$ cat src/sv/pfsa_fifo.sv
// Two-entry command queue between the front end and the stack engine.
module pfsa_fifo #(
    parameter int W = 8
) (
    input  logic         clk,
    input  logic         rst_n,
    input  logic         wr_valid,
    output logic         wr_ready,
    input  logic [W-1:0] wr_data,
    output logic         rd_valid,
    input  logic         rd_ready,
    output logic [W-1:0] rd_data
);

    logic [W-1:0] slot_reg [2];
    logic         wr_ptr_reg;
    logic         rd_ptr_reg;
    logic [1:0]   cnt_reg;
    logic         push;
    logic         pop;

    assign wr_ready = (cnt_reg != 2'd2);
    assign rd_valid = (cnt_reg != 2'd0);
    assign rd_data  = slot_reg[rd_ptr_reg];
    assign push     = wr_valid && wr_ready;
    assign pop      = rd_valid && rd_ready;

    always_ff @(posedge clk or negedge rst_n)
    begin
        if (!rst_n)
        begin
            wr_ptr_reg <= 1'b0;
            rd_ptr_reg <= 1'b0;
            cnt_reg    <= 2'd0;
        end
        else
        begin
            if (push)
            begin
                wr_ptr_reg <= !wr_ptr_reg;
            end
            if (pop)
            begin
                rd_ptr_reg <= !rd_ptr_reg;
            end
            if (push && !pop)
            begin
                cnt_reg <= cnt_reg + 2'd1;
            end
            else if (pop && !push)
            begin
                cnt_reg <= cnt_reg - 2'd1;
            end
        end
    end

    always_ff @(posedge clk)
    begin
        if (push)
        begin
            slot_reg[wr_ptr_reg] <= wr_data;
        end
    end

endmodule

$ cat config.mk
export PLATFORM = sky130hd
export DESIGN_NAME = pfsa_fifo
export DESIGN_NICKNAME = d
export VERILOG_FILES = /design/src/sv/pfsa_fifo.sv
export SDC_FILE = /design/constraint.sdc
export NUM_CORES = 1
export LEC_CHECK = 0
export ABC_AREA = 1
export BUFFER_PORTS_ARGS = -buffer_cell sky130_fd_sc_hd__buf_4
export CAP_MARGIN = 0
export CORE_ASPECT_RATIO = 1.2
export CORE_MARGIN = 2
export CORE_UTILIZATION = 35
export DETAILED_ROUTE_END_ITERATION = 10
export GPL_ROUTABILITY_DRIVEN = 0
export GPL_TIMING_DRIVEN = 0
export PLACE_DENSITY = 0.67
export SLEW_MARGIN = 20
export SYNTH_ARGS = -nofsm -noshare
export SYNTH_HDL_FRONTEND = slang
export SYNTH_SLANG_ARGS = --single-unit
$ cat constraint.sdc
create_clock -name clk -period 2 [get_ports clk]
set_input_delay 0.1 -clock clk [delete_from_list [all_inputs] [get_ports clk]]
set_output_delay 0.1 -clock clk [all_outputs]
set_load 0.005 [all_outputs]
; ---- After elaboration in Yosys (flattened, before gate mapping)
; Memory sizes are Yosys's and may differ from the RTL's.
; Cells that the tools add are included.
; Widths: inputs -> output; s select.
[word_totals]
ramBits = 16
out_inout_bits = 10
ff_bits = 4
n_memories = 1
wordCells = 21
[memory_table]
columns = memory, words, width, read_ports, rd_ports_with_merged_regs, wr, line
row1 = slot_reg, 2, 8, 1, 0, 1, 15  ; logic [W-1:0] slot_reg [2];
[classes]
n_addsub = 2
reduce_logical = 10
eq_ne = 1
muxes = 4
[ops]
columns = cell, count
row1 = $logic_and 1x1->1, 4
row2 = $logic_not 1->1, 4
row3 = $mux 2, 2
row4 = $reduce_bool 2->1, 2
row5 = $add 2x1->2 const B, 1
row6 = $mux 1, 2
row7 = $ne 2x2->1 const B, 1
row8 = $sub 2x1->2 const B, 1

; ---- Longest topological paths before layout
[depth]
ltp_word = 6
depth_mapped = 10
depth_no_buf = 10

; ---- Worst setup path before layout
; Ideal clock, no wire load.
[synth_timing]
path_kind = reg-to-reg
start = register cnt_reg[0]
end = memory slot_reg[0][0] (enable)
n_path_buf = 0
arrival_time_ns = 0.938
path_stages_with_launch = 5
setup_slack_ns = 0.692
period_less_slack_ns = 1.308
setup_ns = 0.370
cell_sequence = dfrtp_1 -> inv_2 -> nand2_4 -> nand2_4 -> nor2_1
[synth_between]
elab_chain_len = 4
[synth_rtl]
columns = element, line
row1 = start: declaration, 18  ; logic [1:0] cnt_reg;
row2 = start signal: assignment, 48  ; cnt_reg <= cnt_reg + 2'd1;
row3 = start signal: assignment, 52  ; cnt_reg <= cnt_reg - 2'd1;
row4 = $ne 2x2->1, 22  ; assign wr_ready = (cnt_reg != 2'd2);
row5 = named net wr_ready, 8  ; output logic wr_ready,
row6 = $logic_and 1x1->1, 25  ; assign push = wr_valid && wr_ready;
row7 = $mux 1, 59  ; if (push)
row8 = $mux 1 (not written as such), 61  ; slot_reg[wr_ptr_reg] <= wr_data;
row9 = end: declaration, 15
; The timed path passes the listed nets, and every way through them passes these cells.

; ---- Worst setup path after layout
[layout_timing]
start = register cnt_reg[0]
end = memory slot_reg[1][2] (enable)
[layout_between]
elab_chain_len = 4
[layout_rtl]
columns = element, line
row1 = $ne 2x2->1, 22
row2 = $logic_and 1x1->1, 25
row3 = $mux 1, 59
row4 = $mux 1 (not written as such), 61
; No other way between the ends.

==> results.json <==
{
  "layout_commonest_cell": "nand2_1",
  "antenna_cells": 0,
  "synth_compound_area_share_pct": 0,
  "drv_slew": 0,
  "grt_overflow": 0,
  "post_cts_buffers": 0,
  "clock_path_buffers": 2,
  "synth_top_family_by_area": "simple AND/OR/NAND/NOR gates",
  "fill_cells": 196,
  "fp.dieH_um": 57.25,
  "p_seq_share_pct": 40.2,
  "clock_skew_ns": 0.002806,
  "synth_area_um2": 827.0,
  "yosysTopAreaCellShare_pct": 58.09,
  "numCtsBuffers": 3,
  "grt_max_degree": 13,
  "internal_power_mw": 1.070,
  "cts_resized": 0,
  "route.detailed.drc": 0,
  "multiInputGateArea_um2": 209.0,
  "cts_sinks": 20,
  "grt_pass1_vias": 570,
  "wl_per_cell_um": 10.81,
  "dr.pass1.iters": 4,
  "antenna_found_initial": 0,
  "drive_above_1_share_pct": 32.69,
  "use_met1_pct": 10.38,
  "status": "completed",
  "grt_pass1_wl_mm": 2.297,
  "final_cell_mix": "30 x nand2_1, 21 x buf_4, 16 x edfxtp_1",
  "yosys-top-cells-area": "edfxtp_1 58%, nand2_1 14%, dfrtp_1 12%, nand2_4 2.7%, xor2_2 2.0%",
  "dp_cells": 122,
  "rsz0062_at_grt": "no",
  "vias": 578,
  "syn_nets": 83,
  "synth_fa_ha_area_share_pct": 1.513,
  "leakage_nw": 0.5325,
  "netlist_instances": 70,
  "fin_cells": 135,
  "io_pins": 22,
  "p_clk_share_pct": 21.0,
  "dieArea_um2": 2769,
  "die_w_um": 48.38,
  "finalSetupViolCount": 0,
  "cp-end-kind": "register",
  "period_minus_slack_ns": 1.544,
  "net-switching-power_uw": 502.9,
  "tightest_slew_ns": 0.7225,
  "cp_data_required_time_ns": 1.95,
  "vias_per_cell": 4.281,
  "core.rowCount": 19,
  "synth_area_leader_cell": "edfxtp_1",
  "yosys.area_share.simple_pct": 20.73,
  "ant_nets": 0,
  "yosys-mux-area-fraction_pct": 0,
  "ctsHoldBuffers": 9,
  "clk_pin_slew_ns": 0.11,
  "power_frac_comb_pct": 38.8,
  "drtIter0Drc": 11,
  "start_util_pct": 36.62,
  "power.density_nw_per_um2": 1349,
  "maxCapViolations": 0,
  "area_growth_pct": 41.00,
  "period_share_pct": 77.20,
  "synth-xor-area-share_pct": 3.026,
  "syn_avg_cell_area_um2": 11.81,
  "portBuffers": 21,
  "met3_usage_pct": 1.571,
  "relSlewSlack_pct": 51.65,
  "switching_share_pct": 31.97,
  "track_usage_pct": 11.23,
  "crit_arrival_ns": 1.49,
  "largest_reg_flops": 16,
  "core_area_um2": 2258,
  "regArea_um2": 580.6,
  "cts_max_level": 1,
  "seq_area_frac_synth_pct": 70.20,
  "max_freq_mhz": 647.6,
  "synth-seq-cells": 20,
  "nNetsFinal": 118,
  "ir_worst_vdd_mv": 0.7211,
  "hold_viol": 0,
  "fin_tns_setup_ns": 0,
  "crit_fanout": 8,
  "gr-max-usage-layer": "met2",
  "dp_hpwl_um": 974.3,
  "path_class": "register to register",
  "drt_wl_total_mm": 1.460,
  "hold_class": "input port to register",
  "post_synth_num_cell_types": 14,
  "startpoint_type": "register",
  "grt_util_met2_pct": 22.02,
  "cts_tree": "done",
  "yosysWarnings": 0,
  "cts_root_buf": "clkbuf_4",
  "clkLatencyLatePin_ns": 0.31
}
cell usage after synthesis:
| library cell | number |
|---|---|
| nand2_1 | 30 |
| edfxtp_1 | 16 |
| dfrtp_1 | 4 |
| inv_1 | 4 |
| inv_2 | 3 |
| nand2_2 | 2 |
| nand2_4 | 2 |
| nand3_1 | 2 |
| nor2_1 | 2 |
| buf_6 | 1 |
| ha_1 | 1 |
| nand4_1 | 1 |
| xnor2_1 | 1 |
| xor2_2 | 1 |
worst paths after layout:
kind	slack [ns]	start	cells past startpoint	endpoint
worst max-delay path	0.46	cnt_reg[0]$_DFFE_PN0P_	4	slot_reg[1][2]$_DFFE_PP_
worst max register to register	0.46	cnt_reg[0]$_DFFE_PN0P_	4	slot_reg[1][2]$_DFFE_PP_
worst min register to register	0.54	cnt_reg[0]$_DFFE_PN0P_	1	cnt_reg[0]$_DFFE_PN0P_
max in group asynchronous	1.78	rst_n	2	rd_ptr_reg$_DFFE_PN0P_
min in group asynchronous	0.12	rst_n	2	cnt_reg[0]$_DFFE_PN0P_
worst min-delay path	0.05	rd_ready	3	rd_ptr_reg$_DFFE_PN0P_
metrics by stage:
step	setup slack (ns)	instance area (µm²)	hold slack [ns]	total power [mW]	utilization [%]
2_1_floorplan	0.6917	827.0	-0.1956	0.9918	-
3_3_place_gp	0.4994	1023	-0.1016	1.224	45.32
3_5_place_dp	0.4648	1023	-0.1006	1.244	45.32
4_1_cts	0.4338	1166	0.04818	1.590	51.63
5_1_grt	0.3903	1166	0.07155	1.674	51.63
6_report	0.4559	1166	0.05363	1.573	51.63
critical path, cell delays in order (launching register included):
cell and delay (ns):
dfrtp_1 0.42, inv_2 0.08, nand2_4 0.07, nand2_4 0.06, nor2_1 0.55
routing by layer:
metal / part of all wire (%) / vias to the layer above
met1: 42 / 270
met3: 1.8 / 3
li1: - / 292
met2: 54 / 13
met4: 2.2 / 0
met5: 0 / -
layout make-up:
cell class | instances | area share, %
clock inverters | 1 | 2.575
plain buffers | 1 | 0.9657
multi-input cells | 42 | 17.92
flip-flops and latches | 20 | 49.79
clock buffers | 3 | 1.931
repair buffers | 30 | 21.24
well taps | 31 | 3.326
inverters | 7 | 2.253
power groups by stage:
stage	logic [mW]	registers, mW	clock network (mW)
5_1_grt	0.681	0.643	0.349
2_1_floorplan	0.360	0.631	0
3_5_place_dp	0.602	0.642	0
3_3_place_gp	0.588	0.636	0
4_1_cts	0.619	0.632	0.339
6_report	0.610	0.632	0.331
cells by family after synthesis:
group                    Yosys count
XOR/XNOR                           2
adder cells (fa/ha/maj)            1
buffers and inverters              8
flip-flops                        20
AND/OR/NAND/NOR                   39
Note: power is estimated with default switching activity, not from simulation.
